[config.mk]
export PLATFORM = sky130hd
export DESIGN_NAME = coalescing_port_event_queue_top
export DESIGN_NICKNAME = d
export VERILOG_FILES = /design/src/rtl/cpeq_pkg.sv /design/src/rtl/cpeq_cell.sv /design/src/rtl/cpeq_queue.sv /design/src/rtl/coalescing_port_event_queue_top.sv
export SDC_FILE = /design/constraint.sdc
export NUM_CORES = 1
export LEC_CHECK = 0
export ABC_AREA = 1
export BUFFER_PORTS_ARGS = -buffer_cell sky130_fd_sc_hd__clkbuf_2
export CAP_MARGIN = 10
export CORE_MARGIN = 2
export CORE_UTILIZATION = 55
export CTS_BUF_LIST = sky130_fd_sc_hd__clkbuf_4
export CTS_CLUSTER_DIAMETER = 30
export DETAILED_ROUTE_END_ITERATION = 7
export PLACE_DENSITY_LB_ADDON = 0.05
export SKIP_LAST_GASP = 1
export SLEW_MARGIN = 10
export SYNTH_ARGS = -nofsm -noshare
export SYNTH_HDL_FRONTEND = slang
export SYNTH_SLANG_ARGS = --single-unit
[constraint.sdc]
create_clock -name clk -period 2.3 [get_ports clk]
set_input_delay 0.115 -clock clk [delete_from_list [all_inputs] [get_ports clk]]
set_output_delay 0.115 -clock clk [all_outputs]
set_load 0.03 [all_outputs]
[src/rtl/cpeq_pkg.sv]
// Shared types and constants for the coalescing port event queue.
// Used by every module in the rtl folder; depends on nothing.
package cpeq_pkg;

    // Build-time sizing.
    localparam int NUM_CONTROLLERS = 4;
    localparam int QUEUE_DEPTH     = 8;

    // Derived widths.
    localparam int CTRL_IDX_W = (NUM_CONTROLLERS > 1) ? $clog2(NUM_CONTROLLERS) : 1;
    localparam int FILL_W     = $clog2(QUEUE_DEPTH + 1);
    localparam int PORT_W     = 8;
    localparam int CTRL_W     = 3;
    localparam int APB_ADDR_W = 3;
    localparam int APB_DATA_W = 32;

    // Controller count as seen by a comparison with the four-bit extended index.
    localparam logic [CTRL_W:0] CTRL_LIMIT = (CTRL_W + 1)'(NUM_CONTROLLERS);

    // Register word index for controllers_present.
    localparam logic REG_IDX_CTRL_PRESENT = 1'b0;

    // Command codes.
    localparam logic CMD_PUSH = 1'b0;
    localparam logic CMD_POP  = 1'b1;

    // Result status codes.
    typedef enum logic [1:0] {
        ST_POPPED   = 2'd0,
        ST_EMPTY    = 2'd1,
        ST_OVERFLOW = 2'd2,
        ST_BAD_CTRL = 2'd3
    } status_t;

    // Control for one cell in a queue chain.
    typedef struct packed {
        logic              shift;     // take the neighbour's entry (pop)
        logic              load;      // append the pushed notice here
        logic              upd;       // a push is under way: rewrite flag on match
        logic              occupied;  // this cell holds a live entry
        logic [PORT_W-1:0] port;      // pushed port
        logic              conn;      // pushed connected flag
    } cell_ctrl_t;

    // Operation presented to one controller's queue.
    typedef struct packed {
        logic              push;
        logic              pop;
        logic [PORT_W-1:0] port;
        logic              conn;
    } queue_op_t;

    // Status returned by one controller's queue.
    typedef struct packed {
        logic              ovf;
        logic              empty;
        logic [PORT_W-1:0] head_port;
        logic              head_conn;
    } queue_stat_t;

endpackage

[src/rtl/cpeq_cell.sv]
// One entry cell of a queue chain: holds a port and its connected flag.
// Depends on cpeq_pkg.
module cpeq_cell (
    input  logic                          clk,
    input  cpeq_pkg::cell_ctrl_t          ctrl,
    input  logic [cpeq_pkg::PORT_W-1:0]   nb_port,
    input  logic                          nb_conn,
    output logic [cpeq_pkg::PORT_W-1:0]   port,
    output logic                          conn,
    output logic                          match
);
    import cpeq_pkg::*;

    logic [PORT_W-1:0] port_reg;
    logic [PORT_W-1:0] port_next;
    logic              conn_reg;
    logic              conn_next;

    // A live entry matches when it holds the pushed port.
    assign match = ctrl.occupied && (port_reg == ctrl.port);

    // Shift towards the head on a pop, load on an append, or rewrite the flag in place.
    always_comb
    begin
        port_next = port_reg;
        conn_next = conn_reg;
        if (ctrl.shift)
        begin
            port_next = nb_port;
            conn_next = nb_conn;
        end
        else if (ctrl.load)
        begin
            port_next = ctrl.port;
            conn_next = ctrl.conn;
        end
        else if (ctrl.upd && match)
        begin
            conn_next = ctrl.conn;
        end
    end

    // Entry storage carries no reset.
    always_ff @(posedge clk)
    begin
        port_reg <= port_next;
        conn_reg <= conn_next;
    end

    assign port = port_reg;
    assign conn = conn_reg;

endmodule

[src/rtl/cpeq_queue.sv]
// One controller's coalescing queue: a chain of entry cells with the head at
// cell 0, a fill count and a sticky overflow mark. Depends on cpeq_pkg, cpeq_cell.
module cpeq_queue (
    input  logic                    clk,
    input  logic                    rst_n,
    input  cpeq_pkg::queue_op_t     op,
    output cpeq_pkg::queue_stat_t   stat
);
    import cpeq_pkg::*;

    logic [FILL_W-1:0]      fill_reg;
    logic [FILL_W-1:0]      fill_next;
    logic                   ovf_reg;
    logic                   ovf_next;
    logic [QUEUE_DEPTH-1:0] match;
    logic [PORT_W-1:0]      cell_port [QUEUE_DEPTH];
    logic                   cell_conn [QUEUE_DEPTH];
    logic                   any_match;
    logic                   full;
    logic                   empty;
    logic                   do_append;
    logic                   do_shift;

    assign any_match = |match;
    assign full      = (fill_reg == FILL_W'(QUEUE_DEPTH));
    assign empty     = (fill_reg == '0);
    assign do_append = op.push && !any_match && !full;
    assign do_shift  = op.pop && !ovf_reg && !empty;

    // The chain of cells; on a pop each cell but the last takes its upper neighbour's entry.
    for (genvar k = 0; k < QUEUE_DEPTH; k++)
    begin : g_cell
        localparam logic [FILL_W-1:0] POS = FILL_W'(k);
        cell_ctrl_t        cc;
        logic [PORT_W-1:0] nb_port;
        logic              nb_conn;

        assign cc.shift    = do_shift;
        assign cc.load     = do_append && (fill_reg == POS);
        assign cc.upd      = op.push;
        assign cc.occupied = (POS < fill_reg);
        assign cc.port     = op.port;
        assign cc.conn     = op.conn;

        if (k == QUEUE_DEPTH - 1)
        begin : g_last
            assign nb_port = cell_port[k];
            assign nb_conn = cell_conn[k];
        end
        else
        begin : g_mid
            assign nb_port = cell_port[k+1];
            assign nb_conn = cell_conn[k+1];
        end

        cpeq_cell u_cell (
            .clk     (clk),
            .ctrl    (cc),
            .nb_port (nb_port),
            .nb_conn (nb_conn),
            .port    (cell_port[k]),
            .conn    (cell_conn[k]),
            .match   (match[k])
        );
    end

    // Fill count and overflow mark updates.
    always_comb
    begin
        fill_next = fill_reg;
        ovf_next  = ovf_reg;
        if (op.push)
        begin
            if (!any_match && full)
            begin
                ovf_next = 1'b1;
            end
            else if (do_append)
            begin
                fill_next = fill_reg + 1'b1;
            end
        end
        else if (op.pop)
        begin
            if (ovf_reg)
            begin
                ovf_next = 1'b0;
            end
            else if (!empty)
            begin
                fill_next = fill_reg - 1'b1;
            end
        end
    end

    always_ff @(posedge clk or negedge rst_n)
    begin
        if (!rst_n)
        begin
            fill_reg <= '0;
            ovf_reg  <= 1'b0;
        end
        else
        begin
            fill_reg <= fill_next;
            ovf_reg  <= ovf_next;
        end
    end

    assign stat.ovf       = ovf_reg;
    assign stat.empty     = empty;
    assign stat.head_port = cell_port[0];
    assign stat.head_conn = cell_conn[0];

endmodule

[src/rtl/coalescing_port_event_queue_top.sv]
// Top level of the coalescing port event queue: command decode, the
// configuration register, one cell-chain queue per controller and the result register.
// Latency: the result of a pop is strobed on done in the cycle after the item is accepted.
// Throughput: one item per clock; busy stays low, as every queue matches all its cells
// in parallel and shifts its whole chain at once. The receiver cannot stall results.
// Reset clears fill counts, overflow marks and controllers_present; entry cells are not reset.
module coalescing_port_event_queue_top (
    input  logic                                clk,
    input  logic                                rst_n,
    // Command channel
    input  logic                                start,
    output logic                                busy,
    input  logic                                cmd,
    input  logic [cpeq_pkg::CTRL_W-1:0]         controller,
    input  logic [cpeq_pkg::PORT_W-1:0]         port_in,
    input  logic                                connected_in,
    // Result channel
    output logic                                done,
    output logic [1:0]                          status,
    output logic [cpeq_pkg::PORT_W-1:0]         port_out,
    output logic                                connected_out,
    // Configuration port
    input  logic                                psel,
    input  logic                                penable,
    input  logic                                pwrite,
    input  logic [cpeq_pkg::APB_ADDR_W-1:0]     paddr,
    input  logic [cpeq_pkg::APB_DATA_W-1:0]     pwdata,
    output logic [cpeq_pkg::APB_DATA_W-1:0]     prdata,
    output logic                                pready
);
    import cpeq_pkg::*;

    logic [CTRL_W-1:0]     cp_reg;
    logic                  cfg_wr;
    logic                  accept;
    logic                  in_range;
    logic                  good_ctrl;
    logic [CTRL_IDX_W-1:0] sel;
    queue_op_t             qop  [NUM_CONTROLLERS];
    queue_stat_t           qst  [NUM_CONTROLLERS];
    queue_stat_t           cur;
    logic                  done_reg;
    logic                  done_next;
    status_t               status_reg;
    status_t               status_next;
    logic [PORT_W-1:0]     port_reg;
    logic [PORT_W-1:0]     port_next;
    logic                  conn_reg;
    logic                  conn_next;

    // Configuration register.
    assign pready = 1'b1;
    assign cfg_wr = psel && penable && pwrite && pready;

    always_ff @(posedge clk or negedge rst_n)
    begin
        if (!rst_n)
        begin
            cp_reg <= '0;
        end
        else if (cfg_wr && (paddr[2] == REG_IDX_CTRL_PRESENT))
        begin
            cp_reg <= pwdata[CTRL_W-1:0];
        end
    end

    assign prdata = (paddr[2] == REG_IDX_CTRL_PRESENT)
                    ? {{(APB_DATA_W - CTRL_W){1'b0}}, cp_reg} : '0;

    // Command decode.
    assign busy      = 1'b0;
    assign accept    = start && !busy;
    assign in_range  = ({1'b0, controller} < CTRL_LIMIT);
    assign good_ctrl = in_range && (controller < cp_reg);
    assign sel       = controller[CTRL_IDX_W-1:0];

    // One queue per built controller.
    for (genvar c = 0; c < NUM_CONTROLLERS; c++)
    begin : g_queue
        localparam logic [CTRL_IDX_W-1:0] ID = CTRL_IDX_W'(c);

        assign qop[c].push = accept && (cmd == CMD_PUSH) && in_range && (sel == ID)
                             && (port_in != '0);
        assign qop[c].pop  = accept && (cmd == CMD_POP) && good_ctrl && (sel == ID);
        assign qop[c].port = port_in;
        assign qop[c].conn = connected_in;

        cpeq_queue u_queue (
            .clk   (clk),
            .rst_n (rst_n),
            .op    (qop[c]),
            .stat  (qst[c])
        );
    end

    // Status of the addressed queue; only used when the controller is in range.
    assign cur = qst[sel];

    // Result formation for a pop.
    always_comb
    begin
        done_next   = accept && (cmd == CMD_POP);
        status_next = ST_BAD_CTRL;
        port_next   = '0;
        conn_next   = 1'b0;
        if (!good_ctrl)
        begin
            status_next = ST_BAD_CTRL;
        end
        else if (cur.ovf)
        begin
            status_next = ST_OVERFLOW;
        end
        else if (cur.empty)
        begin
            status_next = ST_EMPTY;
        end
        else
        begin
            status_next = ST_POPPED;
            port_next   = cur.head_port;
            conn_next   = cur.head_conn;
        end
    end

    always_ff @(posedge clk or negedge rst_n)
    begin
        if (!rst_n)
        begin
            done_reg <= 1'b0;
        end
        else
        begin
            done_reg <= done_next;
        end
    end

    always_ff @(posedge clk)
    begin
        if (done_next)
        begin
            status_reg <= status_next;
            port_reg   <= port_next;
            conn_reg   <= conn_next;
        end
    end

    assign done          = done_reg;
    assign status        = status_reg;
    assign port_out      = port_reg;
    assign connected_out = conn_reg;

    // A result appears only in the cycle after an accepted pop.
    a_done_follows_pop: assert property (@(posedge clk) disable iff (!rst_n)
        done |-> $past(start && !busy && (cmd == CMD_POP)))
        else $error("result strobe without an accepted pop");

    // Anything but a popped entry carries a zero payload.
    a_zero_payload: assert property (@(posedge clk) disable iff (!rst_n)
        (done && (status != ST_POPPED)) |-> ((port_out == '0) && !connected_out))
        else $error("payload not zero on a non-entry result");

    // A pop to an unknown or absent controller reports a bad controller.
    a_bad_ctrl: assert property (@(posedge clk) disable iff (!rst_n)
        (start && !busy && (cmd == CMD_POP) && !good_ctrl) |=> (done && (status == ST_BAD_CTRL)))
        else $error("bad controller not reported");

endmodule
==> results.toml, run 1 <==
[detailed_routing]
remaining_drc_errors = 0
first_pass_iters = 5
final_antenna_net_count = 0
detail_route.wirelength_mm = 59.41
via_count = 17350
avgRoutedWirePerCell_um = 19.14
met2WireLength_mm = 28.59
met3_length_mm = 5.352
drtIter0Drc = 1639
met1Wirelength_mm = 23.50
avgViaCountPerCell = 5.588
route.top_layer_used = "met4"

[die]
total_die_area_um2 = 35800
core_um2 = 33620
number_of_top_level_pins = 100
dieHeight_um = 189.2
floorplan.initialDensity_pct = 56.12
placement_rows = 67
fp.dieW_um = 189.2

[cells_and_area]
final_standard_cell_area_without_fillers_um2 = 24470
finish.utilization_pct = 72.80
mostFrequentLayoutCell = "nand2_1"
number_of_flip_flops_under_the_largest_register_name = 256
finish.net_count = 2657
growth_of_design_area_from_synthesis_to_finish_pct = 29.71
final_cell_mix = "623 x nand2_1, 299 x edfxtp_1, 226 x inv_1"
drive_gt1_share_pct = 26.34

[placed_design]
port-buffer-count = 37
detailed_place.area_um2 = 21260
dp_hpwl_mm = 40.27
finalWeightedCongestion = 0.8912

[logic_synthesis]
postSynthRegisterBits = 323
synth_async_sr_flop_share_pct = 7.430
synthCells = 2251
synth-edff-count = 299
synth_area_per_cell_um2 = 8.382
mappedNetlistArea_um2 = 18870
netlist-cell-type-count = 51
synth_seq_area_share_pct = 50.77
ys_dominant_reg_cell = "edfxtp_1"
number_of_warnings_printed_during_yosys_synthesis = 0

[run_status]
status = "complete, but fails checks"
violations_in_the_final_reports = "setup timing"

[clocking]
htreeDepth = 3
clkLatencyLatePin_ns = 0.80
numCtsBuffers = 93
cts_sinks = 323
clkSlewWorstSetupHoldPaths_ns = 0.07
clockRootBuffer = "clkbuf_4"
tritoncts = "yes"
max-clock-path-buffers = 3

[sta]
finalSetupViolCount = 207
timing.final.crit_share_pct = 105.1
timing.final.hold_violations = 0
clock_skew_ns = 0.05143
timing.hold.ws_ns = 0.1111
report.final.slew_viol_count = 0
upper_clock_frequency_limit_ghz = 0.4138
slew_headroom_pct = 48.20
setup_tns_ns = -7.690
rsz0062_at_grt = "yes"
period_needed_ns = 2.417
slew_at_the_pin_closest_to_its_max_slew_limit_ns = 0.7770
setup_ws_ns = -0.1167

[critical_path]
top_cell_by_count_worst_path = "nor3_4"
critical_setup_path_kind = "reg -> reg"
crit_slowest_cell = "dfrtp_1"
setup.worst_path.end_class = "flop"
crit_arrival_ns = 2.87
required_ns = 2.76
timing.critical_path.from_type = "flop"
timing.critical_path.cells = "inv_2 -> ha_4 -> a21boi_1 -> o21a_1 -> nor3_4 -> nand2_4 -> nor3_4 -> bufinv_16 -> buf_4 -> o211ai_1"
crit_path_max_fanout = 15
slowest_delay_ns = 0.38

[power_and_ir_drop]
vdd_ir_drop_max_v = 0.0005343
total_power_mw = 17.85
power_density_nw_per_um2 = 729.4
leakage_power_nw = 10.60

[grt]
track_usage_pct = 31.51
grt_pass1_wl_mm = 87.74
grt_max_degree = 41
antenna_found_initial = 1
first_global_vias = 16590
globalRoute.totalOverflow = 0

[run]
drv_cap = 0

[worst_hold_path]
holdCritPathClass = "in -> reg"
cell families (layout without fill, tap and decap cells):
family | count (synthesis) | count (layout) | share of synthesized area (%)
DFF | 323 | 323 | 50.77
and+or+nand+nor | 1138 | 1138 | 25.85
adders and majority gates | 21 | 21 | 1.393
AOI/OAI and AO/OA | 275 | 275 | 7.951
buffers and inverters | 384 | 758 | 8.979
xor gates and xnor gates | 108 | 108 | 5.014
other | 2 | 33 | 0.03981
final timing paths:
kind                            slack [ns]                                                 end  cells past startpoint                                                from
min in group asynchronous             0.41          g_queue[1].u_queue.fill_reg[1]$_DFFE_PN0P_                      4                                               rst_n
max in group asynchronous             1.69          g_queue[2].u_queue.fill_reg[1]$_DFFE_PN0P_                      4                                               rst_n
worst max register to register       -0.12  g_queue[2].u_queue.g_cell[0].u_cell.conn$_DFFE_PP_                     10                               cp_reg[1]$_DFFE_PN0P_
worst max-delay path                 -0.12  g_queue[2].u_queue.g_cell[0].u_cell.conn$_DFFE_PP_                     10                               cp_reg[1]$_DFFE_PN0P_
worst min-delay path                  0.11              g_queue[2].u_queue.ovf_reg$_DFFE_PN0P_                      7                                       controller[1]
worst min register to register        0.52  g_queue[2].u_queue.g_cell[4].u_cell.conn$_DFFE_PP_                      2  g_queue[2].u_queue.g_cell[5].u_cell.conn$_DFFE_PP_
final cells by class:
type / instances / area, µm²
sequential: 323 / 9590
fill: 2467 / 9144
multi-input combinational: 1573 / 8805
timing repair buffer: 328 / 3301
inverter: 262 / 1035
clock buffer: 131 / 983.4
tap: 448 / 560.5
clock inverter: 36 / 183.9
timing repair inverter: 1 / 8.758
antenna: 2 / 5.005
per-stage QoR:
stage	worst slack [ns]	instances
floorplan	-0.02030	2280
global placement	-0.1882	2872
detailed placement	-0.1952	2872
CTS	-0.04985	3073
global route	-0.1633	3103
finish	-0.1167	3104
report_power, final:
part           internal [mW]  switching (mW)
Combinational           2.30            3.09
Clock                   2.75            2.60
Sequential              6.78           0.322
Total                   11.8            6.01
layer usage:
metal	up-vias	track usage (%)
li1	8111	-
met1	8218	41.52
met2	865	51.35
met3	151	6.080
met4	0	12.91
met5	-	0
synth_stat cells (all sizes together) (3+ instances only):
library cell | n | share of area (%)
a21oi | 21 | 0.56
a22oi | 9 | 0.36
a31oi | 9 | 0.30
and2 | 5 | 0.17
buf | 96 | 3.2
clkbuf | 26 | 0.52
dfrtp | 24 | 3.2
edfxtp | 299 | 48
ha | 21 | 1.4
inv | 260 | 5.2
nand2 | 707 | 14
nand3 | 135 | 3.7
nand3b | 6 | 0.24
nand4 | 66 | 2.3
nor2 | 171 | 3.6
nor3 | 30 | 1.1
o2111ai | 3 | 0.14
o211ai | 9 | 0.36
o21ai | 198 | 5.3
o221ai | 4 | 0.19
o22ai | 15 | 0.50
or2 | 14 | 0.46
xnor2 | 88 | 4.1
xor2 | 20 | 0.93
critical path: cells and delay by family (launching register included):
family	cells	cell delay, ns
adders and majority gates	1	0.19
buffers and inverters	3	0.49
DFF	1	0.38
AOI/OAI and AO/OA	3	0.41
and+or+nand+nor	3	0.62
timing repair:
item | CTS | global route
buffers inserted | 6 | 19
hold endpoints to repair | 102 | 0
resized for setup | 84 | 330
cloned | 0 | 11
endpoints found under the setup margin | 449 | 541
pin swaps | 13 | 42
hold buffers | 28 | 0
No activity file was read; power rests on OpenSTA's default activity.
==> run 2: changes to the inputs <==
--- a/config.mk
+++ b/config.mk
@@ -7,13 +7,14 @@
 export LEC_CHECK = 0
 export ABC_AREA = 1
 export BUFFER_PORTS_ARGS = -buffer_cell sky130_fd_sc_hd__clkbuf_2
-export CAP_MARGIN = 10
+export CAP_MARGIN = 20
 export CORE_MARGIN = 2
 export CORE_UTILIZATION = 55
 export CTS_BUF_LIST = sky130_fd_sc_hd__clkbuf_4
 export CTS_CLUSTER_DIAMETER = 30
 export DETAILED_ROUTE_END_ITERATION = 7
 export PLACE_DENSITY_LB_ADDON = 0.05
+export REMOVE_ABC_BUFFERS = 1
 export SKIP_LAST_GASP = 1
 export SLEW_MARGIN = 10
 export SYNTH_ARGS = -nofsm -noshare
==> run 2 against run 1 <==
Net effect:
- maximum frequency is 2.7% lower
- the run still ends with setup timing left
- core utilization is 2.2 points higher
- clock power is 8.0% higher
- die area stayed put
- combinational power is 4% higher
- register-to-register slack worse by 0.07 ns
- non-clock buffer count is 77 higher
- final area is 3.1% higher
- count of clock-buffer cells in the layout is 2 higher
- clock skew is 0.015 ns higher
==> results.toml, run 2 (synthesis results as in run 1) <==
[run_status]
status = "complete, but fails checks"
violations_in_the_final_reports = "setup timing"

[run]
drv_cap = 0

[cells_and_area]
layout.area.seq_um2 = 9588
fin_cells = 3182
drive_gt1_share_pct = 27.45
final_cell_mix = "633 x nand2_1, 299 x edfxtp_1, 253 x buf_4"
mostFrequentLayoutCell = "nand2_1"
multiInputGateArea_um2 = 8726
growth_of_design_area_from_synthesis_to_finish_pct = 33.68
number_of_flip_flops_under_the_largest_register_name = 256
finish.net_count = 2735
final.fill_count = 2425

[critical_path]
timing.critical_path.cells = "inv_2 -> ha_4 -> a21boi_2 -> o21a_1 -> nor3_4 -> nand2_4 -> nor2_4 -> nand3_4 -> buf_12 -> nand2_1 -> buf_12 -> o21ai_0"
crit_path_max_fanout = 11
setup.worst_path.end_class = "flop"
worst_setup_path_endpoint = "g_queue[1].u_queue.g_cell[3].u_cell.port[0]$_DFFE_PP_"
worst_setup_path_startpoint = "cp_reg[1]$_DFFE_PN0P_"
rr_worst_depth = 12
path_delay_family = "simple AND/OR/NAND/NOR gates"
required_ns = 2.75
path_depth = 12
slowest_delay_ns = 0.38
top_cell_by_count_worst_path = "buf_12"
timing.critical_path.from_type = "flop"
path_buf_inv = 3
critical_setup_path_kind = "reg -> reg"
crit_slowest_cell = "dfrtp_1"
worst_r2r_startpoint = "cp_reg[1]$_DFFE_PN0P_"
worstReg2RegEnd = "g_queue[1].u_queue.g_cell[3].u_cell.port[0]$_DFFE_PP_"
crit_arrival_ns = 2.94
reg2reg_slack_ns = -0.18

[power_and_ir_drop]
leakage_power_nw = 11.11
power_density_nw_per_um2 = 730.8
vdd_ir_drop_max_v = 0.0005713

[die]
core_um2 = 33620
number_of_top_level_pins = 100
total_die_area_um2 = 35800
fp.dieW_um = 189.2
dieHeight_um = 189.2
floorplan.initialDensity_pct = 56.12
placement_rows = 67

[sta]
timing.final.crit_share_pct = 108.0
slew_headroom_pct = 56.91
timing.hold.ws_ns = 0.1037
timing.final.hold_violations = 0
slew_at_the_pin_closest_to_its_max_slew_limit_ns = 0.6464
upper_clock_frequency_limit_ghz = 0.4024
rsz0062_at_grt = "yes"
setup_ws_ns = -0.1849
report.final.slew_viol_count = 0
clock_skew_ns = 0.06596
finalSetupViolCount = 445
period_needed_ns = 2.485

[clocking]
numCtsBuffers = 95
tritoncts = "yes"
clkSlewWorstSetupHoldPaths_ns = 0.06
htreeDepth = 3
max-clock-path-buffers = 3
clkLatencyLatePin_ns = 0.79
clockRootBuffer = "clkbuf_4"
cts_sinks = 323

[detailed_routing]
avgRoutedWirePerCell_um = 20.21
detail_route.wirelength_mm = 64.30
first_pass_iters = 6
via_count = 18080
final_antenna_net_count = 0
remaining_drc_errors = 0
avgViaCountPerCell = 5.683
drtIter0Drc = 2075

[grt]
antenna_found_initial = 2
grt_max_degree = 37
track_usage_pct = 34.52
grt_pass1_wl_mm = 94.52
first_global_vias = 17060
globalRoute.totalOverflow = 0

[placed_design]
port-buffer-count = 37
finalWeightedCongestion = 0.9269
dp_hpwl_mm = 43.65
placed_cells = 2935

[worst_hold_path]
holdCritPathClass = "in -> reg"
## run 2: cell types whose count changed in the layout (fill, tap and decap cells not counted), moves of 4 or more
| cell | previous run | this run |
|---|---|---|
| nand3_4 | 7 | 15 |
| nand2_1 | 623 | 633 |
| buf_6 | 38 | 17 |
| inv_2 | 27 | 23 |
| buf_12 | 43 | 50 |
| clkbuf_16 | 7 | 11 |
| o21ai_2 | 38 | 17 |
| buf_4 | 168 | 253 |
| buf_16 | 0 | 6 |
| clkinv_2 | 8 | 13 |
| nand2_4 | 27 | 17 |
| o21ai_0 | 117 | 147 |
| o21ai_1 | 41 | 33 |
| nand3_1 | 112 | 107 |
## run 2: layout make-up
type                            instances  share of cell area, %
Sequential cell                       323                  38.01
Multi-Input combinational cell       1573                  34.60
Timing Repair Buffer                  405                  16.11
Inverter                              262                  4.063
Clock buffer                          133                  3.959
Tap cell                              448                  2.222
Clock inverter                         36                  1.017
Antenna cell                            2                0.01984
## run 2: tightest hold or removal path: stages
cell and delay, ns:
clkbuf_2 0.15, nor3_2 0.08, buf_4 0.13, nand3_1 0.13, nor2_1 0.08, nand3_1 0.07, o21ai_0 0.06
## run 2: repair_timing
| item | CTS | global route |
|---|---|---|
| cloned | 6 | 11 |
| endpoints found under the setup margin | 468 | 538 |
| pin swaps | 17 | 44 |
| hold buffers | 25 | 0 |
| endpoints found under the hold margin | 80 | 0 |
| gates resized for setup | 144 | 206 |
| buffers inserted | 14 | 30 |
## run 2: layer usage
layer	wire length, µm	vias up	track usage, %
li1	-	8258	-
met1	25190	8512	47.91
met2	29650	1115	54.03
met3	7021	198	6.450
met4	2441	0	13.36
met5	0	-	0
## run 2: worst min path at each step
stage | start | end | slack [ns] | cells after the start
after floorplan | rst_n | cp_reg[0]$_DFFE_PN0P_ | -0.18 | 0
after global routing | cmd | g_queue[3].u_queue.ovf_reg$_DFFE_PN0P_ | 0.07 | 7
after CTS | cmd | g_queue[3].u_queue.ovf_reg$_DFFE_PN0P_ | 0.03 | 7
after detailed placement | rst_n | g_queue[3].u_queue.fill_reg[1]$_DFFE_PN0P_ | 0.24 | 1
after global placement | rst_n | g_queue[3].u_queue.fill_reg[2]$_DFFE_PN0P_ | 0.22 | 1
final | cmd | g_queue[3].u_queue.ovf_reg$_DFFE_PN0P_ | 0.10 | 7
## run 2: per-stage QoR
stage	worst slack [ns]	instance area, µm²	utilization, %	TNS, ns	power (mW)
after detailed placement	-0.3738	21800	64.84	-50.42	11.64
after global placement	-0.3161	21800	64.84	-34.74	11.54
after global routing	-0.2504	25220	75.03	-65.51	19.21
final	-0.1849	25220	75.03	-33.34	18.43
after CTS	-0.09946	24010	71.42	-5.530	17.74
after floorplan	-1.373	18270	-	-420.76	9.378
## run 2: report_power, final
| part | total (mW) | switching (mW) | internal (mW) |
|---|---|---|---|
| combinational | 5.58 | 3.19 | 2.39 |
| clock | 5.78 | 2.65 | 3.13 |
| sequential | 7.08 | 0.299 | 6.78 |
